<file path="config.mk">
export PLATFORM = sky130hd
export DESIGN_NAME = ax25_timer_recovery
export DESIGN_NICKNAME = d
export VERILOG_FILES = /design/src/hdl/ax25tr_pkg.sv /design/src/hdl/ax25tr_prep.sv /design/src/hdl/ax25tr_decide.sv /design/src/hdl/ax25_timer_recovery.sv
export VERILOG_INCLUDE_DIRS = /design/src /design/src/hdl
export SDC_FILE = /design/constraint.sdc
export NUM_CORES = 1
export LEC_CHECK = 0
export ABC_CLOCK_PERIOD_IN_PS = 4900
export BUFFER_PORTS_ARGS = -buffer_cell sky130_fd_sc_hd__buf_2
export CAP_MARGIN = 20
export CORE_UTILIZATION = 54
export CTS_BUF_LIST = sky130_fd_sc_hd__clkbuf_8
export DETAILED_ROUTE_END_ITERATION = 8
export PLACE_DENSITY = 0.79
export SYNTH_ARGS = -nofsm -noshare
export SYNTH_HDL_FRONTEND = slang
export SYNTH_SLANG_ARGS = --single-unit
</file>
<file path="constraint.sdc">
create_clock -name clk -period 4.9 [get_ports clk]
set_clock_uncertainty 0.2 [all_clocks]
set_input_delay 0.735 -clock clk [delete_from_list [all_inputs] [get_ports clk]]
set_output_delay 0.735 -clock clk [all_outputs]
set_load 0.05 [all_outputs]
</file>
<file path="src/hdl/ax25_timer_recovery_defines.svh">
// assertion macros shared by the timer recovery rtl
// no dependencies; included by files that carry concurrent checks
`ifndef AX25_TIMER_RECOVERY_DEFINES_SVH
`define AX25_TIMER_RECOVERY_DEFINES_SVH

// same-cycle implication, disabled while reset is low
`define AX25TR_ASSERT_IMP(lbl, clk_s, rst_s, ante, cons, msg) \
  lbl: assert property (@(posedge clk_s) disable iff (!rst_s) (ante) |-> (cons)) \
    else $error(msg);

// next-cycle implication, disabled while reset is low
`define AX25TR_ASSERT_NXT(lbl, clk_s, rst_s, ante, cons, msg) \
  lbl: assert property (@(posedge clk_s) disable iff (!rst_s) (ante) |=> (cons)) \
    else $error(msg);

`endif

</file>
<file path="src/hdl/ax25tr_pkg.sv">
// types and constants for the ax25 timer recovery pipeline
// no dependencies; imported by every module of the block
package ax25tr_pkg;

  typedef enum logic [2:0] {
    LS_DISC  = 3'd0,
    LS_SETUP = 3'd1,
    LS_DPEND = 3'd2,
    LS_CONN  = 3'd3,
    LS_RECOV = 3'd4
  } link_state_t;

  typedef enum logic [1:0] {
    FK_NONE = 2'd0,
    FK_CTRL = 2'd1,
    FK_RETX = 2'd2
  } frame_kind_t;

  typedef enum logic [1:0] {
    T3_LEAVE   = 2'd0,
    T3_RESTART = 2'd1,
    T3_STOP    = 2'd2
  } t3_act_t;

  localparam logic OP_T1 = 1'b0;
  localparam logic OP_T3 = 1'b1;

  localparam logic [1:0] CFG_RETRY_LIMIT    = 2'd0;
  localparam logic [1:0] CFG_BACKOFF_LIMIT  = 2'd1;
  localparam logic [1:0] CFG_POLL_THRESHOLD = 2'd2;
  localparam logic [1:0] CFG_OLD_PROTOCOL   = 2'd3;

  localparam logic [7:0] CTL_DM_PF   = 8'h1F;
  localparam logic [7:0] CTL_SABM_PF = 8'h3F;
  localparam logic [7:0] CTL_DISC_PF = 8'h53;
  localparam logic [7:0] CTL_RR_PF   = 8'h11;
  localparam logic [7:0] CTL_RNR_PF  = 8'h15;

  localparam logic [7:0] RETRY_MAX         = 8'hFF;
  localparam logic [7:0] PEER_DOWN_RETRIES = 8'd2;
  localparam logic [2:0] WIN_MIN           = 3'd1;

  typedef struct packed {
    logic        opcode;
    logic [2:0]  link_state;
    logic [7:0]  retry_count;
    logic [31:0] t1_period;
    logic [2:0]  window_size;
    logic [2:0]  unacked_count;
    logic [2:0]  send_seq;
    logic [2:0]  recv_seq;
    logic [16:0] queue_head;
    logic        peer_down;
    logic        dama_holding;
    logic        local_busy;
  } in_item_t;

  typedef struct packed {
    logic [7:0]  retry_limit;
    logic [7:0]  backoff_limit;
    logic [15:0] poll_threshold;
    logic        old_protocol;
  } cfg_t;

  // stage one result: operands with the arithmetic already done
  typedef struct packed {
    logic        opcode;
    logic [2:0]  link_state;
    logic [7:0]  retry_count;
    logic [7:0]  retry_inc;
    logic [31:0] t1_period;
    logic [34:0] t1_scaled;
    logic [2:0]  window_size;
    logic        unacked_nz;
    logic [2:0]  ns;
    logic [2:0]  recv_seq;
    logic        poll_retx;
    logic        peer_down;
    logic        dama_holding;
    logic        local_busy;
    logic        over;
    logic        below_backoff;
    logic        peer_retries_out;
    logic        old_protocol;
  } prep_t;

  typedef struct packed {
    logic [2:0]  new_link_state;
    logic [7:0]  new_retry_count;
    logic [31:0] new_t1_period;
    logic [2:0]  new_window_size;
    frame_kind_t frame_kind;
    logic        is_response;
    logic [7:0]  control_byte;
    logic        flush_queue;
    logic        timed_out;
    logic        dama_retransmit;
    logic        t1_restart;
    t3_act_t     t3_action;
  } result_t;

  // handshake enables for the three pipeline registers
  typedef struct packed {
    logic load_s1;
    logic load_s2;
    logic load_s3;
  } pipe_ctl_t;

endpackage

</file>
<file path="src/hdl/ax25tr_prep.sv">
// stage one: retry increment, t1 scaling and limit compares
// depends on ax25tr_pkg
module ax25tr_prep
  import ax25tr_pkg::*;
(
  input  logic     clk,
  input  logic     load,
  input  in_item_t item,
  input  cfg_t     cfg,
  output prep_t    prep_r
);

  prep_t      prep_nxt;
  logic [7:0] rinc;
  logic [16:0] qh_len;

  always_comb begin
    rinc   = (item.retry_count == RETRY_MAX) ? RETRY_MAX : item.retry_count + 8'd1;
    qh_len = item.queue_head - 17'd1;

    prep_nxt.opcode           = item.opcode;
    prep_nxt.link_state       = item.link_state;
    prep_nxt.retry_count      = item.retry_count;
    prep_nxt.retry_inc        = rinc;
    prep_nxt.t1_period        = item.t1_period;
    // t1 * 5 + 2, the divide by four is taken in stage two
    prep_nxt.t1_scaled        = {1'b0, item.t1_period, 2'b00} + {3'b000, item.t1_period}
                                + 35'd2;
    prep_nxt.window_size      = item.window_size;
    prep_nxt.unacked_nz       = (item.unacked_count != 3'd0);
    prep_nxt.ns               = item.send_seq - item.unacked_count;
    prep_nxt.recv_seq         = item.recv_seq;
    prep_nxt.poll_retx        = (item.queue_head != 17'd0) &&
                                ((qh_len < {1'b0, cfg.poll_threshold}) || cfg.old_protocol);
    prep_nxt.peer_down        = item.peer_down;
    prep_nxt.dama_holding     = item.dama_holding;
    prep_nxt.local_busy       = item.local_busy;
    prep_nxt.over             = (cfg.retry_limit != 8'd0) && (rinc > cfg.retry_limit);
    prep_nxt.below_backoff    = (rinc < cfg.backoff_limit);
    prep_nxt.peer_retries_out = (rinc > PEER_DOWN_RETRIES);
    prep_nxt.old_protocol     = cfg.old_protocol;
  end

  always_ff @(posedge clk) begin
    if (load) begin
      prep_r <= prep_nxt;
    end
  end

endmodule

</file>
<file path="src/hdl/ax25tr_decide.sv">
// stage two: state decision, frame choice and timer actions
// depends on ax25tr_pkg
module ax25tr_decide
  import ax25tr_pkg::*;
(
  input  logic    clk,
  input  logic    load,
  input  prep_t   prep,
  output result_t res_r
);

  result_t     res_nxt;
  logic [32:0] t1_div;
  logic [31:0] t1_sat;
  frame_kind_t poll_kind;
  logic [7:0]  poll_ctl;

  always_comb begin
    t1_div = prep.t1_scaled[34:2];
    t1_sat = t1_div[32] ? 32'hFFFF_FFFF : t1_div[31:0];

    // poll: oldest i-frame again, or rr/rnr command with poll bit
    poll_kind = prep.poll_retx ? FK_RETX : FK_CTRL;
    if (prep.poll_retx) begin
      poll_ctl = {prep.recv_seq, 1'b1, prep.ns, 1'b0};
    end else begin
      poll_ctl = prep.local_busy ? CTL_RNR_PF : CTL_RR_PF;
    end

    res_nxt.new_link_state  = prep.link_state;
    res_nxt.new_retry_count = prep.retry_count;
    res_nxt.new_t1_period   = prep.t1_period;
    res_nxt.new_window_size = prep.window_size;
    res_nxt.frame_kind      = FK_NONE;
    res_nxt.is_response     = 1'b0;
    res_nxt.control_byte    = 8'h00;
    res_nxt.flush_queue     = 1'b0;
    res_nxt.timed_out       = 1'b0;
    res_nxt.dama_retransmit = 1'b0;
    res_nxt.t1_restart      = 1'b0;
    res_nxt.t3_action       = T3_LEAVE;

    if (prep.opcode == OP_T1) begin
      if (prep.dama_holding) begin
        if (prep.unacked_nz) begin
          res_nxt.new_retry_count = prep.retry_inc;
          if (prep.over) begin
            res_nxt.frame_kind     = FK_CTRL;
            res_nxt.is_response    = 1'b1;
            res_nxt.control_byte   = CTL_DM_PF;
            res_nxt.flush_queue    = 1'b1;
            res_nxt.timed_out      = 1'b1;
            res_nxt.new_link_state = LS_DISC;
          end else begin
            res_nxt.dama_retransmit = 1'b1;
            res_nxt.t1_restart      = 1'b1;
          end
        end else begin
          res_nxt.t1_restart = 1'b1;
        end
      end else begin
        res_nxt.new_retry_count = prep.retry_inc;
        if (prep.below_backoff) begin
          res_nxt.new_t1_period = t1_sat;
        end
        if (prep.window_size > WIN_MIN) begin
          res_nxt.new_window_size = prep.window_size - 3'd1;
        end
        case (prep.link_state)
          LS_SETUP: begin
            if (prep.peer_down) begin
              if (prep.peer_retries_out) begin
                res_nxt.flush_queue    = 1'b1;
                res_nxt.timed_out      = 1'b1;
                res_nxt.new_link_state = LS_DISC;
              end else begin
                res_nxt.t1_restart = 1'b1;
              end
            end else if (prep.over) begin
              res_nxt.flush_queue    = 1'b1;
              res_nxt.timed_out      = 1'b1;
              res_nxt.new_link_state = LS_DISC;
            end else begin
              res_nxt.frame_kind   = FK_CTRL;
              res_nxt.control_byte = CTL_SABM_PF;
              res_nxt.t1_restart   = 1'b1;
            end
          end
          LS_DPEND: begin
            if (prep.over) begin
              res_nxt.timed_out      = 1'b1;
              res_nxt.new_link_state = LS_DISC;
            end else begin
              res_nxt.frame_kind   = FK_CTRL;
              res_nxt.control_byte = CTL_DISC_PF;
              res_nxt.t1_restart   = 1'b1;
            end
          end
          LS_CONN, LS_RECOV: begin
            if (prep.over) begin
              res_nxt.frame_kind     = FK_CTRL;
              res_nxt.is_response    = 1'b1;
              res_nxt.control_byte   = CTL_DM_PF;
              res_nxt.flush_queue    = 1'b1;
              res_nxt.timed_out      = 1'b1;
              res_nxt.new_link_state = LS_DISC;
            end else begin
              res_nxt.frame_kind     = poll_kind;
              res_nxt.control_byte   = poll_ctl;
              res_nxt.t1_restart     = 1'b1;
              res_nxt.t3_action      = T3_STOP;
              res_nxt.new_link_state = LS_RECOV;
            end
          end
          default: begin
            // disconnected and unused codes: counters move, nothing sent
          end
        endcase
      end
    end else if (!prep.old_protocol) begin
      if (prep.dama_holding) begin
        res_nxt.t3_action = T3_RESTART;
      end else if (prep.link_state == LS_CONN) begin
        res_nxt.new_retry_count = 8'd0;
        res_nxt.frame_kind      = poll_kind;
        res_nxt.control_byte    = poll_ctl;
        res_nxt.t1_restart      = 1'b1;
        res_nxt.t3_action       = T3_STOP;
        res_nxt.new_link_state  = LS_RECOV;
      end
    end
  end

  always_ff @(posedge clk) begin
    if (load) begin
      res_r <= res_nxt;
    end
  end

endmodule

</file>
<file path="src/hdl/ax25_timer_recovery.sv">
// top level of the ax25 t1/t3 timer recovery decision pipeline
// depends on ax25tr_pkg, ax25tr_prep, ax25tr_decide and the assertion macros
`include "ax25_timer_recovery_defines.svh"

// usage
//   in_*  : one timer expiry per transaction, opcode in tuser, link snapshot in tdata
//   out_* : one decision per expiry, frame kind in tuser, the rest in tdata
//   cfg_* : register writes (retry limit, backoff limit, poll threshold,
//           old protocol), taken on any cycle with cfg_wr_en high; write only
//           while the pipeline is empty
// timing
//   three register stages: arithmetic, decision, output register
//   out_tvalid rises once the input transaction has passed the arithmetic,
//   decision and output registers
//   throughput one transaction per cycle while out_tready is high, set by
//   the per-stage handshake; each stage refills as soon as the stage after
//   it moves, so a new transaction is taken while a result waits at the output
// reset
//   rst_n low clears all valid bits and loads the register defaults
//   (retry limit 10, backoff limit 5, poll threshold 128, version 2)
// stall
//   with out_tready low the output holds; upstream stages fill up and
//   in_tready drops once all three are occupied, nothing is lost or repeated
module ax25_timer_recovery
  import ax25tr_pkg::*;
(
  input  logic        clk,
  input  logic        rst_n,
  // input channel
  input  logic        in_tvalid,
  output logic        in_tready,
  // link_state[2:0] retry_count[10:3] t1_period[42:11] window_size[45:43]
  // unacked_count[48:46] send_seq[51:49] recv_seq[54:52] queue_head[71:55]
  // peer_down[72] dama_holding[73] local_busy[74], zero fill above
  input  logic [79:0] in_tdata,
  // opcode[0]
  input  logic [0:0]  in_tuser,
  // result channel
  output logic        out_tvalid,
  input  logic        out_tready,
  // new_link_state[2:0] new_retry_count[10:3] new_t1_period[42:11]
  // new_window_size[45:43] is_response[46] control_byte[54:47] flush_queue[55]
  // timed_out[56] dama_retransmit[57] t1_restart[58] t3_action[60:59], zero fill
  output logic [63:0] out_tdata,
  // frame_kind[1:0]
  output logic [1:0]  out_tuser,
  // configuration port
  input  logic        cfg_wr_en,
  input  logic [1:0]  cfg_index,
  input  logic [15:0] cfg_data
);

  cfg_t      cfg_r;
  in_item_t  item;
  prep_t     prep;
  result_t   res;
  result_t   out_r;
  pipe_ctl_t ctl;
  logic      v1_r;
  logic      v2_r;
  logic      v3_r;
  logic      lat_probe;

  // configuration registers
  always_ff @(posedge clk) begin
    if (!rst_n) begin
      cfg_r.retry_limit    <= 8'd10;
      cfg_r.backoff_limit  <= 8'd5;
      cfg_r.poll_threshold <= 16'd128;
      cfg_r.old_protocol   <= 1'b0;
    end else if (cfg_wr_en) begin
      case (cfg_index)
        CFG_RETRY_LIMIT:    cfg_r.retry_limit    <= cfg_data[7:0];
        CFG_BACKOFF_LIMIT:  cfg_r.backoff_limit  <= cfg_data[7:0];
        CFG_POLL_THRESHOLD: cfg_r.poll_threshold <= cfg_data;
        CFG_OLD_PROTOCOL:   cfg_r.old_protocol   <= cfg_data[0];
        default: begin
        end
      endcase
    end
  end

  // unpack the input transaction
  always_comb begin
    item.opcode        = in_tuser[0];
    item.link_state    = in_tdata[2:0];
    item.retry_count   = in_tdata[10:3];
    item.t1_period     = in_tdata[42:11];
    item.window_size   = in_tdata[45:43];
    item.unacked_count = in_tdata[48:46];
    item.send_seq      = in_tdata[51:49];
    item.recv_seq      = in_tdata[54:52];
    item.queue_head    = in_tdata[71:55];
    item.peer_down     = in_tdata[72];
    item.dama_holding  = in_tdata[73];
    item.local_busy    = in_tdata[74];
  end

  // each stage loads when it is empty or the stage after it moves on
  always_comb begin
    ctl.load_s3 = !v3_r || out_tready;
    ctl.load_s2 = !v2_r || ctl.load_s3;
    ctl.load_s1 = !v1_r || ctl.load_s2;
  end

  assign in_tready = ctl.load_s1;

  always_ff @(posedge clk) begin
    if (!rst_n) begin
      v1_r <= 1'b0;
      v2_r <= 1'b0;
      v3_r <= 1'b0;
    end else begin
      if (ctl.load_s1) v1_r <= in_tvalid;
      if (ctl.load_s2) v2_r <= v1_r;
      if (ctl.load_s3) v3_r <= v2_r;
    end
  end

  ax25tr_prep u_prep (
    .clk    (clk),
    .load   (ctl.load_s1),
    .item   (item),
    .cfg    (cfg_r),
    .prep_r (prep)
  );

  ax25tr_decide u_decide (
    .clk   (clk),
    .load  (ctl.load_s2),
    .prep  (prep),
    .res_r (res)
  );

  // output register
  always_ff @(posedge clk) begin
    if (ctl.load_s3) begin
      out_r <= res;
    end
  end

  assign out_tvalid = v3_r;
  assign out_tuser  = out_r.frame_kind;
  assign out_tdata  = {3'b000, out_r.t3_action, out_r.t1_restart, out_r.dama_retransmit,
                       out_r.timed_out, out_r.flush_queue, out_r.control_byte,
                       out_r.is_response, out_r.new_window_size, out_r.new_t1_period,
                       out_r.new_retry_count, out_r.new_link_state};

  // a transaction entering an empty pipeline
  assign lat_probe = in_tvalid && in_tready && !v1_r && !v2_r && !v3_r;

  `AX25TR_ASSERT_IMP(a_full_when_blocked, clk, rst_n, !in_tready, v1_r && v2_r && v3_r,
    "input blocked while a stage is free")
  `AX25TR_ASSERT_NXT(a_s1_held, clk, rst_n, v1_r && !ctl.load_s2, v1_r,
    "stage one dropped a stalled transaction")
  `AX25TR_ASSERT_IMP(a_latency, clk, rst_n,
    $past(lat_probe, 3) && $past(rst_n, 1) && $past(rst_n, 2) && $past(rst_n, 3),
    out_tvalid, "result missing three cycles after entry")
  `AX25TR_ASSERT_IMP(a_no_frame_clean, clk, rst_n,
    out_tvalid && (out_tuser == FK_NONE),
    (out_r.control_byte == 8'h00) && !out_r.is_response,
    "control byte set with no frame")
  `AX25TR_ASSERT_IMP(a_drop_state, clk, rst_n, out_tvalid && out_r.timed_out,
    (out_r.new_link_state == LS_DISC) && !out_r.t1_restart,
    "timeout without disconnect")

endmodule

</file>
==> reports/metrics.csv, run 1 <==
stage,metric,value,unit
final_layout,Ant. Diodes,0,
placement,dpl cell area,13500,µm²
timing,Final period util,64.1,%
placement,GP Congestion,0.900,
pwr,worst vdd ir,0.000214,V
logic_synthesis,Synth top area share,55.1,%
status,run status,"complete, but fails checks",
critical_path,WP data required,4980,ps
timing,RSZ-0062 raised after global routing,no,
global_route,total grt overflow,0,
clock_tree,# clock sinks,263,
critical_path,R2R Setup Slk,2440,ps
hold_path,WHS Endpoint,u_prep.prep_r[15],
logic_synthesis,"count leader, synth",edfxtp_1,
routing,DRT Pass-1 Iters,7,
status,failing checks,design-rule violations,
final_layout,Layout area overhead,15.4,%
timing,worst-margin pin slew,931,ps
logic_synthesis,async set or reset register ratio after synthesis,0,%
routing,final WL,24200,µm
critical_path,critical path data arrival time,3220,ps
die,DIE AREA,23500,µm²
die,Initial Util,54.8,%
hold_path,HP Start,in_tdata[43],
logic_synthesis,Cell variety after synth,69,
final_layout,Nets,1410,
timing,Fin Setup TNS,0,ps
die,num rows,55,
critical_path,worst-path fanout max,8,
timing,Max Fclk,319,MHz
clock_tree,root buf cell,clkbuf_8,
timing,final number of hold-violating endpoints,0,
timing,Slew Limit Headroom,37.9,%
clock_tree,hold_buf cts,0,
pwr,Power Dens Cells,369,nW/µm²
logic_synthesis,sequential share of the synthesized area,60.9,%
routing,via count,8437,
logic_synthesis,syn_area_per_cell,11.7,µm²
final_layout,Finished Core Util,63.3,%
hold_path,WHS Path Cells,1,
clock_tree,setup bufs post-CTS,0,
clock_tree,post-cts resize count,0,
timing,Final setup viols,0,
routing,DR WL/cell,15.5,µm
clock_tree,clock slew at reported path FFs,60,ps
clock_tree,CTS Buf Count,42,
run,max cap viols,0,
logic_synthesis,Synth top cells by count,"edfxtp_1, nand2_1, nor2_1, a21oi_1, ha_1",
logic_synthesis,Syn Inst Count,1060,
logic_synthesis,Post-synth EDFFs,227,
critical_path,Register-to-Register Path Depth,6,
routing,Vias per Instance,5.42,
critical_path,RR Startpoint,u_prep.prep_r[103],
timing,Final WS setup,1760,ps
global_route,initial antenna violation count,0,
die,DIE HEIGHT,153,µm
hold_path,Worst Hold Class,in2reg,
routing,post-route ant nets,0,
die,I/O Pins,172,
clock_tree,H-tree levels,2,
die,Die Wd,153,µm
clock_tree,Bufs on Longest Clock Path,3,
die,total core area,22600,µm²
critical_path,r2r endpoint,u_decide.res_r[11],
logic_synthesis,"area leader, netlist",edfxtp_1,
final_layout,layout cells sized above 1,19.4,%
placement,pre-CTS setup slack,1230,ps
logic_synthesis,yosys warns,0,
final_layout,Filler cells,1771,
final_layout,design area,14300,µm²
critical_path,Startpoint Class,primary input,
global_route,largest net degree at the start of global routing,80,
logic_synthesis,mapped cell area,12400,µm²
global_route,vias in the first global route,8069,
logic_synthesis,#FFs+latches synth,263,
global_route,first-pass GRT wire length,39200,µm
clock_tree,CTS tree,yes,
placement,DP HPWL,17100,µm
critical_path,Worst setup EP type,flip-flop,
global_route,GR Util All Layers,20.9,%
placement,I/O Buffers,163,
timing,Final Max Tran Viols,0,
logic_synthesis,prevailing post-synth register cell,edfxtp_1,
routing,initial DRC count,422,
logic_synthesis,top post-synthesis cells by area,"edfxtp_1, ha_1, dfxtp_1",
pwr,Pleak,6.02,nW
clock_tree,latest clock arrival within the worst-skew pair,530,ps
timing,fin crit period,3140,ps
routing,# DRC,2,
critical_path,critical path class,in2reg,
==> state kept, by name, summed over array words and instances, names as in the netlist <==
register        cells
cfg_r              33
out_tvalid          1
out_tuser           2
v2_r                1
out_tdata          60
v1_r                1
u_decide.res_r     62
u_prep.prep_r     103
==> cell families (layout without fill, tap and decap cells) <==
logic type,after synthesis,in the layout,synth area share [%]
AND/OR/NAND/NOR,333,333,12.5
multiplexers,14,14,1.15
buffers and inverters,96,305,3.06
flip-flops,263,263,60.9
AO/OA/AOI/OAI,240,240,12.2
other,1,3,0.0303
XOR/XNOR,46,46,3.25
adder cells (fa/ha/maj),67,67,6.89
==> placed cells by master (no fill, tap or decap), drive strengths merged, types with 36 or more instances in the layout <==
master	instances
nor2	107
clkbuf	46
edfxtp	227
o21ai	40
a21oi	90
buf	171
dfxtp	36
ha	65
nand2	113
inv	75
==> worst max-delay path, cell delays in order <==
cell and delay, ps:
buf_2 140, ha_1 230, and3_1 200, and3_1 200, nand3_1 230, nand2b_1 150, ha_1 320, nor2b_1 140
o21a_1 160, o21a_1 160, o21a_1 160, o21a_1 160, o21ai_0 140, a21oi_1 90
==> where the power goes <==
group          switching [mW]  internal (mW)  total [mW]
clock                   0.824          0.916        1.74
combinational           0.523          0.273       0.796
sequential             0.0745           2.66        2.74
==> metrics by stage <==
| stage | instances | total power, mW | hold WS, ps |
|---|---|---|---|
| after detailed placement | 1477 | 3.57 | 205 |
| after global routing | 1556 | 5.50 | 155 |
| after global placement | 1477 | 3.54 | 201 |
| final | 1556 | 5.27 | 188 |
| after floorplan | 1062 | 3.35 | 200 |
| after CTS | 1553 | 5.31 | 154 |
==> worst max-delay path by stage <==
stage,from,end,slack (ps),cells past startpoint
finish,in_tdata[3],u_prep.prep_r[3],1760,14
global route,in_tdata[3],u_prep.prep_r[3],1550,14
CTS,in_tdata[3],u_prep.prep_r[3],1800,14
detailed placement,in_tdata[3],u_prep.prep_r[3],1230,14
global placement,in_tdata[3],u_prep.prep_r[3],1250,14
floorplan,out_tready,u_prep.prep_r[0],1190,2
==> layer usage <==
| layer | global-route usage, % | up-vias | part of all wire, % |
|---|---|---|---|
| li1 | - | 4200 | - |
| met1 | 27.4 | 3960 | 45 |
| met2 | 35.4 | 236 | 48 |
| met3 | 3.83 | 41 | 5.6 |
| met4 | 6.52 | 0 | 1.7 |
| met5 | 0 | - | 0 |
==> layout make-up <==
cell class | count | area [µm²] | share of cell area (%)
flip-flops and latches | 263 | 7540 | 52.7
clock buffers | 46 | 633 | 4.43
inverters | 58 | 218 | 1.52
repair buffers | 171 | 908 | 6.36
well taps | 285 | 357 | 2.50
clock inverters | 30 | 150 | 1.05
multi-input cells | 703 | 4490 | 31.4
Note: power is estimated with default switching activity, not from simulation.
==> run 2: changes to the inputs <==
- ABC_CLOCK_PERIOD_IN_PS: 4900 -> 3130
- CORE_UTILIZATION: 54 -> 56
- PLACE_DENSITY: 0.79 -> 0.78
- clock period: 4.9 -> 3.13 ns (I/O delays scaled with it)
==> reports/metrics.csv, run 2 (synthesized netlist as in run 1, its figures left out) <==
stage,metric,value,unit,change
clock_tree,CTS Buf Count,44,,+4.8%
placement,DP HPWL,18100,µm,+5.7%
placement,GP Congestion,0.914,,+1.6%
run,max cap viols,0,,unchanged
final_layout,"commonest cells after routing, fill and taps aside","edfxtp_1, buf_2, nand2_1, nor2_1, a21oi_1",,
final_layout,"leading cell type in the layout, fill and taps excluded",edfxtp_1,,
routing,Vias per Instance,5.36,,-1.2%
timing,Max Fclk,326,MHz,
clock_tree,root buf cell,clkbuf_8,,
timing,Hold WS,25.0,ps,-163 ps
routing,initial DRC count,453,,+7.3%
status,run status,completed,,
clock_tree,CTS tree,yes,,
critical_path,WP data required,3190,ps,-1790 ps
die,Initial Util,56.9,%,+2.1 points
clock_tree,latest clock arrival within the worst-skew pair,530,ps,about the same
clock_tree,clock slew at reported path FFs,60,ps,about the same
final_layout,Nets,1510,,+7.1%
critical_path,RR Startpoint,u_prep.prep_r[103],,
routing,post-route ant nets,0,,unchanged
pwr,worst vdd ir,0.000309,V,+45%
die,DIE AREA,22700,µm²,-3.5%
timing,worst-margin pin slew,883,ps,-48.0 ps
placement,I/O Buffers,163,,unchanged
hold_path,Worst Hold Class,in2reg,,
final_layout,Reg with most FFs,u_prep.prep_r,,
timing,Slew Limit Headroom,41.1,%,+3.2 points
routing,DRT Pass-1 Iters,4,,-3
clock_tree,H-tree levels,2,,unchanged
timing,Final Max Tran Viols,0,,unchanged
timing,RSZ-0062 raised after global routing,no,,
global_route,GR Util All Layers,23.2,%,+2.3 points
routing,via count,8840,,+4.8%
final_layout,storage element area,7540,µm²,unchanged
final_layout,Ant. Diodes,0,,unchanged
timing,Final setup viols,0,,unchanged
final_layout,layout cells sized above 1,21.2,%,+1.8 points
pwr,Power Dens Cells,548,nW/µm²,+49%
routing,final WL,25900,µm,+7.2%
pwr,Pwr Total,8.32,mW,+58%
die,Die Wd,151,µm,-1.8%
die,num rows,54,,-1.8%
global_route,vias in the first global route,8551,,+6.0%
routing,# DRC,0,,-2
final_layout,multi-input logic area,4520,µm²,+0.67%
final_layout,max reg flops,103,,unchanged
global_route,largest net degree at the start of global routing,43,,-46%
clock_tree,Bufs on Longest Clock Path,3,,unchanged
critical_path,Worst Setup SP,in_tdata[12],,
global_route,initial antenna violation count,0,,unchanged
pwr,Pleak,6.45,nW,+7.1%
final_layout,Filler cells,1573,,-11%
routing,DR WL/cell,15.7,µm,+1.1%
timing,Final period util,97.9,%,
timing,fin crit period,3060,ps,
global_route,first-pass GRT wire length,41200,µm,+5.2%
critical_path,Startpoint Class,primary input,,
final_layout,Finished Core Util,69.8,%,+6.5 points
final_layout,Layout area overhead,22.6,%,
critical_path,worst-path fanout max,4,,-4
die,total core area,21800,µm²,-3.6%
global_route,total grt overflow,0,,unchanged
die,DIE HEIGHT,151,µm,-1.8%
hold_path,HP Start,cfg_data[3],,
critical_path,critical path class,in2reg,,
critical_path,Worst setup EP type,flip-flop,,
critical_path,critical path data arrival time,3130,ps,-90 ps
clock_tree,# clock sinks,263,,unchanged
timing,final number of hold-violating endpoints,0,,unchanged
die,I/O Pins,172,,unchanged
## run 2: cell count changes in the layout (fill, tap and decap cells not counted), moves of 2 or more
| cell | delta |
|---|---|
| o21ai_0 | -2 |
| buf_4 | +39 |
| clkbuf_8 | +2 |
| dlygate4sd3_1 | +61 |
## run 2: through the flow
| stage | setup slack [ps] | cells | TNS, ps | instance area [µm²] |
|---|---|---|---|---|
| after detailed placement | -199 | 1512 | -279 | 13800 |
| after CTS | 21.3 | 1650 | 0 | 15200 |
| final | 67.0 | 1650 | 0 | 15200 |
| after floorplan | 93.8 | 1062 | 0 | 12400 |
| after global placement | -131 | 1512 | -131 | 13800 |
| after global routing | 0.301 | 1650 | 0 | 15200 |
## run 2: cell type report
class | instances | share of cell area, %
clock buffers | 48 | 4.35
clock inverters | 29 | 0.799
inverters | 58 | 1.43
multi-input cells | 703 | 29.8
flip-flops and latches | 263 | 49.6
well taps | 280 | 2.31
repair buffers | 269 | 11.7
## run 2: repair_timing
item / in CTS / in global routing
endpoints found under the setup margin: 0 / 8
resized for setup: 0 / 9
endpoints found under the hold margin: 61 / 0
hold buffers: 61 / 0
setup buffers: 0 / 0
## run 2: worst max-delay path: stages
cell and delay [ps]:
dlygate4sd3_1 530, buf_2 150, ha_1 340, nor2b_2 180, o311a_1 310, o21a_1 230, a31oi_2 220, buf_4 150
o221ai_1 180, a211oi_2 290, xnor2_1 90
## run 2: path summary, 6_finish.rpt
kind,end,slack [ps],cells after the start
hold reg to reg,out_tdata[42],210,0
setup reg to reg,u_decide.res_r[11],740,6
setup / recovery,u_prep.prep_r[49],70,11
hold / removal,cfg_r[28],20,3
## run 2: layer usage
| metal | share of wire (%) | routed length (µm) | GRT usage [%] |
|---|---|---|---|
| met3 | 5.7 | 1470 | 3.91 |
| met2 | 48 | 12300 | 38.4 |
| met1 | 44 | 11400 | 30.5 |
| met5 | 0 | 0 | 0 |
| met4 | 2.8 | 735 | 9.00 |
## run 2: power breakdown
| part | internal [mW] | leakage (nW) | switching, mW |
|---|---|---|---|
| clock | 1.41 | 0.468 | 1.27 |
| combinational | 0.510 | 3.24 | 0.843 |
| sequential | 4.17 | 2.73 | 0.120 |
==> run 3: changes to the inputs <==
- BUFFER_PORTS_ARGS: -buffer_cell sky130_fd_sc_hd__buf_2 -> -buffer_cell sky130_fd_sc_hd__buf_4
==> reports/metrics.csv, run 3 (synthesized netlist as in run 1, its figures left out) <==
stage,metric,value,unit,change
status,run status,completed,,
final_layout,Filler cells,1584,,+0.70%
global_route,first-pass GRT wire length,41700,µm,+1.1%
placement,GP Congestion,0.882,,-3.6%
routing,initial DRC count,480,,+6.0%
routing,DRT Pass-1 Iters,5,,+1
final_layout,final cell count without fillers,1650,,unchanged
final_layout,Reg with most FFs,u_prep.prep_r,,
timing,Slew Limit Headroom,40.8,%,-0.35 points
timing,Final Max Tran Viols,0,,unchanged
routing,final WL,26300,µm,+1.5%
routing,# DRC,0,,unchanged
run,max cap viols,0,,unchanged
critical_path,WP data required,3200,ps,about the same
routing,Vias per Instance,5.41,,+1.0%
placement,DP HPWL,18300,µm,+1.3%
critical_path,Startpoint Class,primary input,,
final_layout,"leading cell type in the layout, fill and taps excluded",edfxtp_1,,
clock_tree,clock slew at reported path FFs,60,ps,about the same
global_route,largest net degree at the start of global routing,63,,+47%
routing,via count,8930,,+1.0%
pwr,Pwr Total,8.40,mW,+0.95%
global_route,GR Util All Layers,23.5,%,+0.29 points
timing,worst-margin pin slew,888,ps,+5.21 ps
final_layout,"commonest cells after routing, fill and taps aside","edfxtp_1, buf_4, nand2_1, nor2_1, a21oi_1",,
final_layout,Nets,1513,,+0.20%
pwr,worst vdd ir,0.000468,V,+51%
clock_tree,root buf cell,clkbuf_8,,
routing,DR WL/cell,15.9,µm,+1.5%
die,DIE HEIGHT,151,µm,unchanged
final_layout,Layout area overhead,25.9,%,
placement,I/O Buffers,163,,unchanged
timing,final number of hold-violating endpoints,0,,unchanged
timing,Max Fclk,326,MHz,about the same
timing,Hold WS,24.9,ps,-0.100 ps
clock_tree,CTS Buf Count,43,,-2.3%
critical_path,Worst setup EP type,flip-flop,,
die,Die Wd,151,µm,unchanged
timing,Final setup viols,0,,unchanged
routing,post-route ant nets,0,,unchanged
pwr,Pleak,6.56,nW,+1.8%
hold_path,Worst Hold Class,in2reg,,
critical_path,critical path class,in2reg,,
global_route,vias in the first global route,8559,,+0.094%
critical_path,critical path data arrival time,3130,ps,about the same
clock_tree,H-tree levels,2,,unchanged
timing,fin crit period,3060,ps,+1.29 ps
die,num rows,54,,unchanged
clock_tree,Bufs on Longest Clock Path,3,,unchanged
final_layout,max reg flops,103,,unchanged
die,Initial Util,56.9,%,unchanged
global_route,total grt overflow,0,,unchanged
clock_tree,# clock sinks,263,,unchanged
die,I/O Pins,172,,unchanged
clock_tree,CTS tree,yes,,
placement,Post-Place Cells,1510,,-0.13%
die,DIE AREA,22700,µm²,unchanged
clock_tree,latest clock arrival within the worst-skew pair,530,ps,about the same
final_layout,layout cells sized above 1,20.8,%,-0.44 points
timing,Final period util,97.9,%,about the same
final_layout,Ant. Diodes,0,,unchanged
pwr,Power Dens Cells,539,nW/µm²,-1.7%
critical_path,worst-path fanout max,4,,unchanged
global_route,initial antenna violation count,0,,unchanged
die,total core area,21800,µm²,unchanged
## run 3: cell count changes in the layout (fill, tap and decap cells not counted), sizes merged
cell         previous run  this run
dlygate4sd3            61        65
bufinv                  0         1
clkinv                 12        13
inv                    75        72
clkinvlp                0         1
clkbuf                 48        44
## run 3: what timing repair did
| action | CTS | global route |
|---|---|---|
| endpoints found under the hold margin | 70 | 0 |
| hold buffers | 65 | 0 |
| resized for setup | 0 | 5 |
| setup buffers | 0 | 2 |
| endpoints found under the setup margin | 0 | 7 |
## run 3: per-stage QoR
stage	setup TNS (ps)	cell area (µm²)	utilization (%)	setup WS [ps]
floorplan	0	12400	-	93.8
global placement	-115	14200	65.0	-115
detailed placement	-316	14200	65.0	-218
CTS	0	15600	71.5	19.4
global route	-7.87	15600	71.6	-7.87
finish	0	15600	71.6	65.7
## run 3: power by group
group          leakage (nW)  internal (mW)  total [mW]  switching (mW)
sequential             2.73           4.17        4.29           0.124
combinational          3.39          0.596        1.45           0.853
clock                 0.440           1.38        2.66            1.28
## run 3: metal layers
layer / part of all wire, % / track usage, % / vias to the layer above
met1: 43 / 31.0 / 4164
met4: 2.5 / 7.85 / 0
met2: 48 / 39.3 / 312
met5: 0 / 0 / -
li1: - / - / 4399
met3: 6.3 / 4.00 / 55
## run 3: path summary, 6_finish.rpt
check / from / endpoint / slack, ps / depth (start not counted)
setup / recovery: in_tdata[12] / u_prep.prep_r[49] / 70 / 11
hold / removal: cfg_data[5] / cfg_r[30] / 20 / 3
setup reg to reg: u_prep.prep_r[103] / u_decide.res_r[11] / 620 / 6
hold reg to reg: u_decide.res_r[20] / out_tdata[11] / 210 / 0
## run 3: critical path, stage by stage
cell	delay [ps]
dlygate4sd3_1	530
buf_4	150
ha_1	340
nor2b_2	190
o311a_1	330
o21a_1	220
a31oi_1	200
buf_4	150
o221ai_1	210
a211oi_2	260
xnor2_1	90
## run 3: final cells by class
| cell class | instances | area [µm²] | area share [%] |
|---|---|---|---|
| flip-flops and latches | 263 | 7540 | 48.4 |
| multi-input cells | 703 | 4500 | 28.9 |
| repair buffers | 273 | 2220 | 14.3 |
| clock buffers | 44 | 606 | 3.89 |
| well taps | 280 | 350 | 2.25 |
| inverters | 58 | 218 | 1.40 |
| clock inverters | 29 | 146 | 0.939 |
